**src/ilist_pkg.sv**
```systemverilog
// Shared constants, codes and types for the indexed list block.
`timescale 1ns / 1ps

package ilist_pkg;

    // Store geometry
    localparam int DEPTH    = 64;
    localparam int VALUE_W  = 32;
    localparam int IDX_W    = $clog2(DEPTH);
    localparam int CNT_W    = $clog2(DEPTH + 1);

    // Beat field widths
    localparam int OP_W     = 2;
    localparam int POS_W    = 6;
    localparam int TOL_W    = 31;
    localparam int STATUS_W = 2;

    // Operation codes
    localparam logic [OP_W-1:0] OP_APPEND = 2'd0;
    localparam logic [OP_W-1:0] OP_INSERT = 2'd1;
    localparam logic [OP_W-1:0] OP_DELETE = 2'd2;
    localparam logic [OP_W-1:0] OP_SEARCH = 2'd3;

    // Result status codes
    localparam logic [STATUS_W-1:0] STS_OK      = 2'd0;
    localparam logic [STATUS_W-1:0] STS_FULL    = 2'd1;
    localparam logic [STATUS_W-1:0] STS_ABSENT  = 2'd2;
    localparam logic [STATUS_W-1:0] STS_NOMATCH = 2'd3;

    // Command broadcast to every cell for one execute cycle
    typedef struct packed {
        logic                      exec;       // execute cycle: capture hit and removed entry
        logic                      load;       // write value at pos
        logic                      shift_up;   // cells above pos take left neighbor
        logic                      shift_down; // cells at or above pos take right neighbor
        logic                      search;     // compute hit flags
        logic [IDX_W-1:0]          pos;
        logic signed [VALUE_W-1:0] value;
        logic [TOL_W-1:0]          tol;
        logic [CNT_W-1:0]          cnt;
    } cell_cmd_t;

endpackage

```
**src/ilist_cell.sv**
```systemverilog
// One storage cell of the list: holds an entry, shifts with its neighbors, compares.
`timescale 1ns / 1ps

module ilist_cell (
    input  logic                                aclk,
    input  logic                                aresetn,
    input  logic [ilist_pkg::IDX_W-1:0]         cell_idx,
    input  ilist_pkg::cell_cmd_t                cmd,
    input  logic signed [ilist_pkg::VALUE_W-1:0] left_data,
    input  logic signed [ilist_pkg::VALUE_W-1:0] right_data,
    output logic signed [ilist_pkg::VALUE_W-1:0] entry_out,
    output logic                                hit_out,
    output logic signed [ilist_pkg::VALUE_W-1:0] sel_out
);

    logic signed [ilist_pkg::VALUE_W-1:0] entry_reg, entry_next;
    logic                                 hit_reg, hit_next;
    logic signed [ilist_pkg::VALUE_W-1:0] sel_reg, sel_next;
    logic                                 at_pos, above_pos, in_list;
    logic signed [ilist_pkg::VALUE_W:0]   diff;
    logic [ilist_pkg::VALUE_W:0]          abs_diff;

    assign at_pos    = (cell_idx == cmd.pos);
    assign above_pos = (cell_idx > cmd.pos);
    assign in_list   = ({{(ilist_pkg::CNT_W - ilist_pkg::IDX_W){1'b0}}, cell_idx} < cmd.cnt);

    // Exact difference to the probe value, one bit wider than an entry
    assign diff     = {entry_reg[ilist_pkg::VALUE_W-1], entry_reg}
                    - {cmd.value[ilist_pkg::VALUE_W-1], cmd.value};
    assign abs_diff = diff[ilist_pkg::VALUE_W] ? (~diff + 1'b1) : diff;

    // Pick the next entry: load beats shift at the target slot
    always_comb begin
        entry_next = entry_reg;
        if (cmd.shift_up && above_pos) begin
            entry_next = left_data;
        end
        if (cmd.shift_down && (at_pos || above_pos)) begin
            entry_next = right_data;
        end
        if (cmd.load && at_pos) begin
            entry_next = cmd.value;
        end
    end

    // Capture search hit and the entry leaving on delete
    always_comb begin
        hit_next = cmd.search && in_list
                 && (abs_diff < {{(ilist_pkg::VALUE_W + 1 - ilist_pkg::TOL_W){1'b0}}, cmd.tol});
        sel_next = (cmd.shift_down && at_pos) ? entry_reg : '0;
    end

    always_ff @(posedge aclk) begin
        if (!aresetn) begin
            entry_reg <= '0;
        end else begin
            entry_reg <= entry_next;
        end
    end

    // Hold hit and removed entry until the next execute cycle
    always_ff @(posedge aclk) begin
        if (cmd.exec) begin
            hit_reg <= hit_next;
            sel_reg <= sel_next;
        end
    end

    assign entry_out = entry_reg;
    assign hit_out   = hit_reg;
    assign sel_out   = sel_reg;

endmodule

```
**config.mk**
```make
export PLATFORM = sky130hd
export DESIGN_NAME = ilist_cell
export DESIGN_NICKNAME = d
export VERILOG_FILES = /design/src/ilist_pkg.sv /design/src/ilist_cell.sv
export SDC_FILE = /design/constraint.sdc
export NUM_CORES = 1
export LEC_CHECK = 0
export ABC_CLOCK_PERIOD_IN_PS = 7800
export BUFFER_PORTS_ARGS = -buffer_cell sky130_fd_sc_hd__buf_2
export CORE_ASPECT_RATIO = 0.8
export CORE_UTILIZATION = 50
export CTS_CLUSTER_DIAMETER = 30
export CTS_CLUSTER_SIZE = 14
export DETAILED_ROUTE_END_ITERATION = 8
export PLACE_DENSITY = 0.88
export RECOVER_POWER = 25
export SLEW_MARGIN = 20
export SYNTH_ARGS = -nofsm -noshare
export SYNTH_HDL_FRONTEND = slang
export SYNTH_SLANG_ARGS = --single-unit
export TNS_END_PERCENT = 5
```
**constraint.sdc**
```tcl
create_clock -name aclk -period 7.8 [get_ports aclk]
set_input_delay 0.39 -clock aclk [delete_from_list [all_inputs] [get_ports aclk]]
set_output_delay 0.39 -clock aclk [all_outputs]
set_load 0.005 [all_outputs]
```
# Word-level counts from Yosys, hierarchy flattened
# Index checks and enable logic that the tools add are counted.
# Widths: inputs -> output; s select.
[word_totals] reg_bits=65 output_inout_bits=65 elab_cells=22
[op_classes] addsub=2 order_cmp=3 eq_ne=1 n_mux=4 bitwise_logic=1 n_reduce_logical=8
[op_table] operator="$mux 32" count=3
[op_table] operator="$add 33x1->33 const B" count=1
[op_table] operator="$lt 33x31->1" count=1
[op_table] operator="$mux 33" count=1
[op_table] operator="$not 33->33" count=1
[op_table] operator="$sub 32x32->33" count=1
[op_table] operator="$lt 6x7->1" count=1
[op_table] operator="$eq 6x6->1" count=1
[op_table] operator="$gt 6x6->1" count=1
[op_table] operator="$logic_and 1x1->1" count=6
[op_table] operator="$reduce_bool 3->1" count=1
[op_table] operator="$logic_or 1x1->1" count=1

# Longest topological paths before layout
# Gate-level depths: netlist (run 1).
[depth] depth_word=6 ltp_mapped=25

# Least setup slack after synthesis (run 1)
# No wires, ideal clock.
[synth_timing] kind="input port to flip-flop" startpoint="input port cmd[44] (netlist name)" endpoint="register hit_reg, in the netlist hit_out, data pin" setup_ns=0.272 arrival_time_ns=4.508 t_required_ns=7.528 path_slack_ns=3.020 stages=22 n_path_buf=0 cell_sequence="inv_1 > ha_1 > a21oi_2 > o211ai_1 > o211a_2 > or4_4 > a211oi_4 > nand2_2 > nor4b_4 > nand3_2 > o31a_1 > xor2_1 > ha_1 > nand4_1 > nor3_1 > nand2_1 > a21oi_1 > a211oi_1 > o31ai_1 > nor3_1 > mux2i_1 > o31ai_1"
[synth_via] elab_chain_cells=6
[synth_lines] element="start: declaration" line="ilist_cell.sv:8" text="input ilist_pkg::cell_cmd_t cmd,"
[synth_lines] element="$sub 32x32->33 (*)" line="ilist_cell.sv:29" text="- {cmd.value[ilist_pkg::VALUE_W-1], cmd.value};"
[synth_lines] element="$not 33->33" line="ilist_cell.sv:30" text="assign abs_diff = diff[ilist_pkg::VALUE_W] ? (~diff + 1'b1) : diff;"
[synth_lines] element="$add 33x1->33" line="ilist_cell.sv:30"
[synth_lines] element="$mux 33 (*)" line="ilist_cell.sv:30"
[synth_lines] element="$lt 33x31->1 (*)" line="ilist_cell.sv:49" text="&& (abs_diff < {{(ilist_pkg::VALUE_W + 1 - ilist_pkg::TOL_W){1'b0}}, cmd.tol});"
[synth_lines] element="$logic_and 1x1->1 (*)" line="ilist_cell.sv:49"
[synth_lines] element="named net hit_next" line="ilist_cell.sv:17" text="logic hit_reg, hit_next;"
[synth_lines] element="end signal: assignment" line="ilist_cell.sv:64" text="hit_reg <= hit_next;"
[synth_lines] element="end: declaration" line="ilist_cell.sv:17"
# The timed path passes the listed nets; every way through them passes the cells marked *.
# A chain may end at the register's enable or synchronous reset.

# Final worst setup path (run 1)
[layout_timing] startpoint="register entry_reg, in the netlist entry_out[0]" endpoint="register hit_reg, in the netlist hit_out, data pin"
[layout_via] elab_chain_cells=6
[layout_lines] element="start: declaration" line="ilist_cell.sv:16" text="logic signed [ilist_pkg::VALUE_W-1:0] entry_reg, entry_next;"
[layout_lines] element="start signal: assignment" line="ilist_cell.sv:57" text="entry_reg <= entry_next;"
[layout_lines] element="$sub 32x32->33 (*)" line="ilist_cell.sv:29"
[layout_lines] element="$not 33->33" line="ilist_cell.sv:30"
[layout_lines] element="$add 33x1->33" line="ilist_cell.sv:30"
[layout_lines] element="$mux 33 (*)" line="ilist_cell.sv:30"
[layout_lines] element="$lt 33x31->1 (*)" line="ilist_cell.sv:49"
[layout_lines] element="$logic_and 1x1->1 (*)" line="ilist_cell.sv:49"
[layout_lines] element="named net hit_next" line="ilist_cell.sv:17"
# Marks and branches as above.

==> impl_metrics.toml, run 1 <==
[cts]
clock_path_buffers = 2
numCtsBuffers = 9
cts_htree_levels = 3
cts_resized = 0
hold_buffers = 0
postCtsSetupBuffers = 0
cts.sinks = 65
cts_tree = "done"
worst_skew_pair.late_latency_ns = 0.33
cts-root-buf = "clkbuf_16"
cts.reportedPaths.clkPinSlew_ns = 0.06

[detailed_routing]
drt_iter0_drc = 549
ant_nets = 0
drtPass1Iterations = 7
wl_per_cell_microns = 16.2
drc = 0
routed_via_density = 5.80
num_vias = 7433
wl_microns = 20800

[synthesis]
yosysUniqueCellTypes = 84
async_flop_share_pct = 0
synth_seq_cells = 65
synth.avg_cell_area_sq_um = 7.89
syn-num-nets = 1136
ys_warn_count = 0
ys_seq_area_share_pct = 22.8
synth_cells = 908
syn-cell-area_sq_mm = 0.00716
synth_edf_count = 33
synthFlopType = "edfxtp_1"

[sta]
rsz0062_at_grt = "no"
tightest_slew_ns = 1.92
period_share_pct = 73.7
hold_viol = 0
min_period_ns = 5.75
maxSlewHeadroom_pct = -28.2
finalMaxSlewViolations = 34
finalSetupViolCount = 0
final.setup.tns_ns = 0
hold_ws_ns = 0.512
fmax_mhz = 174
clock_skew_ns = 0.00551

[global_route]
grt_pass1_wl_microns = 32300
antenna_found_initial = 0
overflow = 0
grt_pass1_vias = 6846
grt.total_usage_pct = 27.6
grt_max_degree = 65

[layout]
nets = 1325
layout-drive-gt1-share_pct = 23.0
n_fill_cell = 1238
regArea_sq_mm = 0.00163
stdcell_count = 1282
diodes = 0
most-common-layout-cells = "buf_2 (212), inv_1 (84), nor2_1 (80)"
multiInputGateArea_sq_mm = 0.00507
area_growth_pct = 21.1
final_common_cell = "buf_2"

[critical_path]
end_kind = "register"
worstReg2RegEnd = "hit_out$_DFFE_PP_"
crit_family = "simple AND/OR/NAND/NOR gates"
max_stage_delay_ns = 0.68
cp.required_ns = 7.86
crit_fanout = 4
cp_common_cell = "a21oi_1"
rr_startpoint = "entry_out[0]$_SDFFE_PN0P_"
critical_path.slowest_cell = "nor4_1"
path_cells = "inv_1 > ha_1 > fa_1 > nand2b_1 > a21oi_1 > xor2_1 > nor4b_1 > nand3_1 > nor4_1 > a21oi_1 > xnor2_1 > ha_1 > a21o_1 > a21o_1 > a21oi_1 > o211a_1 > o21ai_0 > a211oi_1 > o31ai_1 > nor3b_1 > mux2i_1 > o31ai_1"
r2r_cells = 22
crit_buf_inv = 1
rrSetupSlack_ns = 2.05
crit_arrival_ns = 5.80
critPathLaunchType = "register"
path_class = "register to register"

[place]
dp_hpwl_microns = 16800
io_buffer_count = 217
place_congestion = 0.960
dp.cells = 1266

[power_and_ir_drop]
leakage_nw = 4.44
ir_drop_uv = 104
total_power_w = 0.00158
power.density_mw_per_mm2 = 182

[hold_path]
holdPathEnd = "entry_out[16]$_SDFFE_PN0P_"
hp-class = "input pin to register"
min-delay-start = "cmd[54]"
hold_path_depth = 5

[floorplan]
core_region_area_sq_mm = 0.0138
start_util_pct = 51.9
rows = 38
die_y_microns = 109
die-width_microns = 136
io_pins = 218
die-area_sq_mm = 0.0148

[status]
status = "complete, but fails checks"
violations = "max-capacitance violations, max-slew violations"

[flow_run]
cap_viol_max_count = 1
-- power breakdown --
part	internal (W)	leakage [nW]	switching (W)
combinational	0.000313	3.68	0.000406
sequential	0.000381	0.601	0.0000215
clock	0.000310	0.160	0.000148
-- worst max path at each step --
stage	slack [ns]	endpoint	cells after the start	from
floorplan	3.02	hit_out$_DFFE_PP_	22	cmd[44]
global placement	2.26	hit_out$_DFFE_PP_	22	cmd[38]
detailed placement	2.07	hit_out$_DFFE_PP_	20	cmd[38]
CTS	2.14	hit_out$_DFFE_PP_	20	entry_out[0]$_SDFFE_PN0P_
global route	1.70	hit_out$_DFFE_PP_	20	entry_out[0]$_SDFFE_PN0P_
finish	2.05	hit_out$_DFFE_PP_	22	entry_out[0]$_SDFFE_PN0P_
-- per-layer routing --
metal / track usage, % / vias to the layer above / wire (microns)
li1: - / 3710 / -
met1: 33.0 / 3411 / 8910
met3: 5.76 / 28 / 1420
met2: 49.6 / 284 / 10100
met4: 7.87 / 0 / 376
met5: 0 / - / 0
-- through the flow --
step	util (%)	cell area, sq um	setup slack (ns)
after global placement	60.5	8340	2.26
final	62.9	8670	2.05
after CTS	62.9	8670	2.14
after global routing	62.9	8670	1.70
after detailed placement	60.5	8340	2.07
after floorplan	-	7160	3.02
-- state kept, by name (all words and copies together), names as in the netlist --
register	count
entry_out	32
sel_out	32
hit_out	1
-- logic make-up (layout without fill, tap and decap cells) --
| logic type | Yosys count | count (layout) | share of synthesized area (%) |
|---|---|---|---|
| multiplexers | 40 | 40 | 5.63 |
| AND/OR/NAND/NOR | 302 | 302 | 22.4 |
| AO/OA/AOI/OAI | 261 | 261 | 24.4 |
| flip-flops | 65 | 65 | 22.8 |
| buffers and inverters | 125 | 319 | 6.62 |
| XOR/XNOR | 40 | 40 | 5.00 |
| adder cells (fa/ha/maj) | 75 | 75 | 13.2 |
-- final cells by class --
cell class / instances / area share, %
clock inverters: 6 / 1.23
clock buffers: 10 / 2.64
repair buffers: 219 / 12.6
multi-input cells: 718 / 58.5
well taps: 180 / 2.60
inverters: 84 / 3.64
flip-flops and latches: 65 / 18.8
-- worst min-delay path: cells and delay by family --
| family | cells | cell delay, ns |
|---|---|---|
| AO/OA/AOI/OAI | 2 | 0.16 |
| AND/OR/NAND/NOR | 2 | 0.14 |
| buffers and inverters | 1 | 0.11 |
-- cell usage after synthesis (7+ instances only) --
library cell  count  area [sq um]
inv_1            84           315
nor2_1           80           300
a21oi_1          79           395
ha_1             74           926
nand2_1          50           188
o21ai_0          40           200
and3_1           39           244
mux2i_1          38           380
a211oi_1         36           270
nor2b_1          36           225
clkbuf_1         34           128
edfxtp_1         33           991
dfxtp_1          32           641
xnor2_1          22           193
nor3_1           21           105
a21o_1           18           135
xor2_1           17           149
nand3_1          15          75.1
and2_1            8          50.1
o211ai_1          8          60.1
nand2b_1          7          43.8
(Power assumes the default switching activity.)
==> run 2, diff against run 1 <==
ABC_CLOCK_PERIOD_IN_PS = 5740   (was 7800)
clock period = 5.74 ns   (was 7.8 ns; I/O delays follow)
==> run 2 against run 1 <==
Net effect:
- the flow still finishes with violations (max-capacitance violations, max-slew violations)
- first-iteration DRC count decreased by 21%
- clock skew rose by 0.0023 ns
- critical path depth down 1
- final cell count is 0.86% higher
- final area grew 0.63%
- highest routed layer unchanged
- flip-flop and latch count unchanged
- worst setup slack lost 1.6 ns
- maximum frequency up 8.0%
- combinational power rose by 39%
- clock power increased by 18%
- core utilization increased by 0.40 points
- critical path type unchanged
==> impl_metrics.toml, run 2 (synthesized netlist as in run 1, its figures left out) <==
[status]
status = "complete, but fails checks"
violations = "max-capacitance violations, max-slew violations"

[cts]
cts.reportedPaths.clkPinSlew_ns = 0.06
numCtsBuffers = 9
clock_path_buffers = 2
cts_tree = "done"
cts-root-buf = "clkbuf_16"
cts_htree_levels = 3
cts.sinks = 65
worst_skew_pair.late_latency_ns = 0.33
hold_buffers = 0

[critical_path]
crit_buf_inv = 0
path_cells = "ha_1 > nor2b_1 > o2111ai_1 > a21boi_1 > or4_4 > a211oi_4 > nand2_2 > nor4b_4 > nand3_2 > o31a_1 > xor2_1 > ha_1 > nand4_1 > nor3_1 > nand2_1 > a21oi_1 > a211oi_1 > o31ai_1 > nor3_1 > mux2i_1 > o31ai_1"
crit_arrival_ns = 5.38
crit_family = "compound AO/OA/AOI/OAI gates"
critical_path.slowest_cell = "or4_4"
cp.required_ns = 5.80
max_stage_delay_ns = 0.49
end_kind = "register"
path_class = "register to register"
crit_fanout = 7
critPathLaunchType = "register"

[floorplan]
start_util_pct = 51.9
rows = 38
die_y_microns = 109
die-width_microns = 136
die-area_sq_mm = 0.0148
core_region_area_sq_mm = 0.0138
io_pins = 218

[detailed_routing]
drc = 0
drtPass1Iterations = 7
met1_length_microns = 8970
dr.max_layer_used = "met4"
ant_nets = 0
met2_length_microns = 9760
wl_microns = 20600
wl_per_cell_microns = 15.9
routed_via_density = 5.71
num_vias = 7388
routed-wl-met3_microns = 1410
drt_iter0_drc = 433

[sta]
maxSlewHeadroom_pct = -30.1
fmax_mhz = 188
tightest_slew_ns = 1.95
rsz0062_at_grt = "no"
clock_skew_ns = 0.00781
hold_viol = 0
period_share_pct = 92.7
finalMaxSlewViolations = 34
final.setup.tns_ns = 0
finalSetupViolCount = 0
min_period_ns = 5.32

[place]
place_congestion = 0.937
io_buffer_count = 217
dp.cells = 1276
dp_hpwl_microns = 16500

[global_route]
grt_max_degree = 66
grt_pass1_wl_microns = 32200
grt_pass1_vias = 6894
overflow = 0
grt.total_usage_pct = 27.3
antenna_found_initial = 0

[layout]
final_common_cell = "buf_2"
most-common-layout-cells = "buf_2 (211), inv_1 (84), nor2_1 (80)"
area_growth_pct = 21.9
stdcell_count = 1293
diodes = 0
layout-drive-gt1-share_pct = 23.9
n_fill_cell = 1243
nets = 1336

[flow_run]
cap_viol_max_count = 1

[power_and_ir_drop]
power.density_mw_per_mm2 = 239
leakage_nw = 4.47
ir_drop_uv = 145

[hold_path]
hp-class = "input pin to register"
## run 2: changes by cell type in the layout (fill, tap and decap cells not counted)
| cell | change |
|---|---|
| buf_4 | +10 |
| a21oi_1 | -2 |
| a21oi_2 | +2 |
| bufinv_16 | -2 |
| clkinv_2 | +2 |
| and3_1 | +1 |
| and3_2 | -1 |
| buf_2 | -1 |
| buf_8 | +1 |
| clkbuf_1 | +1 |
| clkinv_1 | -1 |
| clkinvlp_4 | +1 |
| nor4b_1 | -1 |
| nor4b_2 | +1 |
## run 2: final timing paths
kind                        startpoint                         end  slack, ns  cells past startpoint
max          entry_out[1]$_SDFFE_PN0P_           hit_out$_DFFE_PP_       0.42                     21
min                            cmd[53]  entry_out[15]$_SDFFE_PN0P_       0.42                      5
max reg2reg  entry_out[1]$_SDFFE_PN0P_           hit_out$_DFFE_PP_       0.42                     21
min reg2reg  entry_out[0]$_SDFFE_PN0P_   entry_out[0]$_SDFFE_PN0P_       0.54                      2
## run 2: where the power goes
part | leakage (nW) | switching, W | internal, W
Combinational | 3.73 | 0.000560 | 0.000439
Clock | 0.138 | 0.000205 | 0.000334
Sequential | 0.601 | 0.0000301 | 0.000518
Total | 4.47 | 0.000795 | 0.00129
## run 2: area by class of cell
class	instances	area [sq um]	area share (%)
clock inverter	6	60.1	0.688
sequential	65	1630	18.7
clock buffer	10	229	2.62
tap	180	225	2.58
multi-input combinational	718	5080	58.2
inverter	84	315	3.61
timing repair buffer	230	1180	13.6
## run 2: per-stage QoR
| step | area [sq um] | utilization, % | setup WS [ns] | hold WS (ns) | power (W) |
|---|---|---|---|---|---|
| after detailed placement | 8410 | 61.0 | 0.422 | 0.533 | 0.00154 |
| after CTS | 8700 | 63.1 | 0.429 | 0.410 | 0.00208 |
| after floorplan | 7160 | - | 1.00 | 0.399 | 0.00126 |
| final | 8730 | 63.3 | 0.418 | 0.416 | 0.00209 |
| after global placement | 8410 | 61.0 | 0.492 | 0.526 | 0.00152 |
| after global routing | 8730 | 63.3 | 0.00388 | 0.436 | 0.00224 |
## run 2: timing repair
| item | in CTS | in global routing |
|---|---|---|
| setup buffers | 0 | 0 |
| gates resized for setup | 0 | 3 |
| endpoints found under the setup margin | 0 | 1 |
## run 2: layer usage
layer	track usage, %	up-vias
li1	-	3723
met1	33.1	3342
met2	48.7	289
met3	5.39	34
met4	8.19	0
met5	0	-
## run 2: worst register-to-register path, cell delays in order, from the launching register on
cell and delay (ns):
dfxtp_1 0.43, ha_1 0.28, nor2b_1 0.15, o2111ai_1 0.36, a21boi_1 0.26, or4_4 0.49
a211oi_4 0.31, nand2_2 0.13, nor4b_4 0.33, nand3_2 0.19, o31a_1 0.34, xor2_1 0.15
ha_1 0.31, nand4_1 0.09, nor3_1 0.27, nand2_1 0.08, a21oi_1 0.13, a211oi_1 0.07
o31ai_1 0.36, nor3_1 0.10, mux2i_1 0.15, o31ai_1 0.08
==> run 3, diff against run 2 <==
CTS_BUF_LIST = sky130_fd_sc_hd__clkbuf_16   (was not set)
RECOVER_POWER = 100   (was 25)
==> run 3 against run 2 <==
Net effect:
- count of clock-buffer cells in the layout decreased by 1
- critical path depth unchanged
- largest power group unchanged
- register-to-register slack about the same
- sequential share of layout area up 0.18 points
- largest cell class unchanged
- global-route usage unchanged
- clock power is 0.7% lower
- the flow still finishes with violations (max-capacitance violations, max-slew violations)
- maximum frequency decreased by 0.15%
- wire length shrank 0.33%
- first-iteration DRC count shrank 12%
- die area is the same
- non-clock buffer count unchanged
==> impl_metrics.toml, run 3 (synthesized netlist as in run 1, its figures left out) <==
[hold_path]
min-delay-start = "cmd[53]"
hp-class = "input pin to register"
holdPathEnd = "entry_out[15]$_SDFFE_PN0P_"
hold_path_depth = 5

[detailed_routing]
ant_nets = 0
num_vias = 7415
drc = 0
drtPass1Iterations = 5
wl_per_cell_microns = 15.9
wl_microns = 20500
routed-wl-met3_microns = 1390
routed_via_density = 5.73
drt_iter0_drc = 382
dr.max_layer_used = "met4"
met2_length_microns = 9840
met1_length_microns = 8850

[global_route]
overflow = 0
grt.total_usage_pct = 27.3
grt_pass1_wl_microns = 32200
antenna_found_initial = 0
grt_max_degree = 66
grt_pass1_vias = 6894

[cts]
cts_htree_levels = 3
cts-root-buf = "clkbuf_16"
worst_skew_pair.late_latency_ns = 0.33
cts_tree = "done"
cts.reportedPaths.clkPinSlew_ns = 0.06
numCtsBuffers = 9
clock_path_buffers = 2
cts.sinks = 65
postCtsSetupBuffers = 0
hold_buffers = 0

[layout]
area_growth_pct = 20.7
layout-drive-gt1-share_pct = 19.4
nets = 1336
diodes = 0
final_common_cell = "buf_2"
n_fill_cell = 1268
most-common-layout-cells = "buf_2 (163), inv_1 (85), nor2_1 (80)"
fin_area_sq_mm = 0.00864

[sta]
min_period_ns = 5.33
finalSetupViolCount = 0
fmax_mhz = 188
finalMaxSlewViolations = 99
hold_viol = 0
clock_skew_ns = 0.00753
final.setup.tns_ns = 0
maxSlewHeadroom_pct = -31.1
tightest_slew_ns = 1.96
rsz0062_at_grt = "no"
setup_ws_ns = 0.410
period_share_pct = 92.9

[critical_path]
worstReg2RegEnd = "hit_out$_DFFE_PP_"
crit_fanout = 7
rrSetupSlack_ns = 0.41
crit_arrival_ns = 5.39
path_class = "register to register"
cp.required_ns = 5.80
critPathLaunchType = "register"
r2r_cells = 21
end_kind = "register"
rr_startpoint = "entry_out[1]$_SDFFE_PN0P_"

[flow_run]
cap_viol_max_count = 2

[power_and_ir_drop]
power.density_mw_per_mm2 = 240
p_int_w = 0.00128
comb_power_share_pct = 47.8
switching_share_pct = 38.2
pwr-share-clk_pct = 25.7
ir_drop_uv = 145
pwr-share-seq_pct = 26.4
leakage_nw = 4.29
power.switching_w = 0.000793

[floorplan]
rows = 38
core_region_area_sq_mm = 0.0138
io_pins = 218
die-width_microns = 136
die-area_sq_mm = 0.0148
start_util_pct = 51.9
die_y_microns = 109

[place]
pre_cts_slack_ns = 0.422
place_congestion = 0.937
placed_area_sq_mm = 0.00841
dp_hpwl_microns = 16500
io_buffer_count = 217

[status]
violations = "max-capacitance violations, max-slew violations"
status = "complete, but fails checks"
[run 3: changes by cell type in the layout (fill, tap and decap cells not counted)]
cell	previous run	this run
clkbuf_1	7	55
buf_4	12	11
nand2_4	1	0
nand2_1	47	48
clkbuf_2	0	1
buf_8	1	0
inv_1	84	85
buf_2	211	163
[run 3: layer usage]
metal	GRT usage, %	up-vias
met2	48.7	288
li1	-	3727
met3	5.39	33
met4	8.19	0
met1	33.1	3367
met5	0	-
[run 3: power by group through the flow]
stage	registers [W]	logic, W	clock network (W)
4_1_cts	0.000548	0.000991	0.000538
6_report	0.000549	0.000994	0.000535
2_1_floorplan	0.000549	0.000712	0
5_1_grt	0.000552	0.00111	0.000563
3_3_place_gp	0.000556	0.000962	0
3_5_place_dp	0.000558	0.000984	0
[run 3: layout make-up]
type | instances | area (sq um) | area share, %
Clock buffer | 9 | 225 | 2.61
Clock inverter | 7 | 63.8 | 0.738
Inverter | 84 | 315 | 3.65
Multi-Input combinational cell | 718 | 5070 | 58.7
Sequential cell | 65 | 1630 | 18.9
Tap cell | 180 | 225 | 2.61
Timing Repair Buffer | 230 | 1110 | 12.8
[run 3: stage by stage]
stage	hold WS [ns]	cells	util [%]	total power (W)
6_report	0.416	1293	62.7	0.00208
5_1_grt	0.436	1293	62.7	0.00223
4_1_cts	0.410	1292	63.1	0.00208
3_5_place_dp	0.533	1276	61.0	0.00154
3_3_place_gp	0.526	1276	61.0	0.00152
2_1_floorplan	0.399	908	-	0.00126
[run 3: how the worst max path moves through the flow]
stage	from	endpoint	slack [ns]	depth (start not counted)
6_report	entry_out[1]$_SDFFE_PN0P_	hit_out$_DFFE_PP_	0.41	21
5_1_grt	entry_out[0]$_SDFFE_PN0P_	hit_out$_DFFE_PP_	0.01	23
3_3_place_gp	cmd[51]	hit_out$_DFFE_PP_	0.49	22
2_1_floorplan	entry_out[0]$_SDFFE_PN0P_	hit_out$_DFFE_PP_	1.00	23
4_1_cts	entry_out[0]$_SDFFE_PN0P_	hit_out$_DFFE_PP_	0.43	24
3_5_place_dp	cmd[45]	hit_out$_DFFE_PP_	0.42	23
[run 3: timing repair]
action	CTS	global route
endpoints found under the setup margin	0	1
endpoints found under the hold margin	0	0
resized for setup	0	3
[run 3: worst max-delay path, cell delays in order (launching register included)]
cell,delay (ns)
dfxtp_1,0.42
ha_1,0.28
nor2b_1,0.15
o2111ai_1,0.36
a21boi_1,0.26
or4_4,0.49
a211oi_4,0.31
nand2_2,0.13
nor4b_4,0.33
nand3_2,0.19
o31a_1,0.34
xor2_1,0.15
ha_1,0.31
nand4_1,0.09
nor3_1,0.28
nand2_1,0.08
a21oi_1,0.14
a211oi_1,0.07
o31ai_1,0.36
nor3_1,0.10
mux2i_1,0.15
o31ai_1,0.08
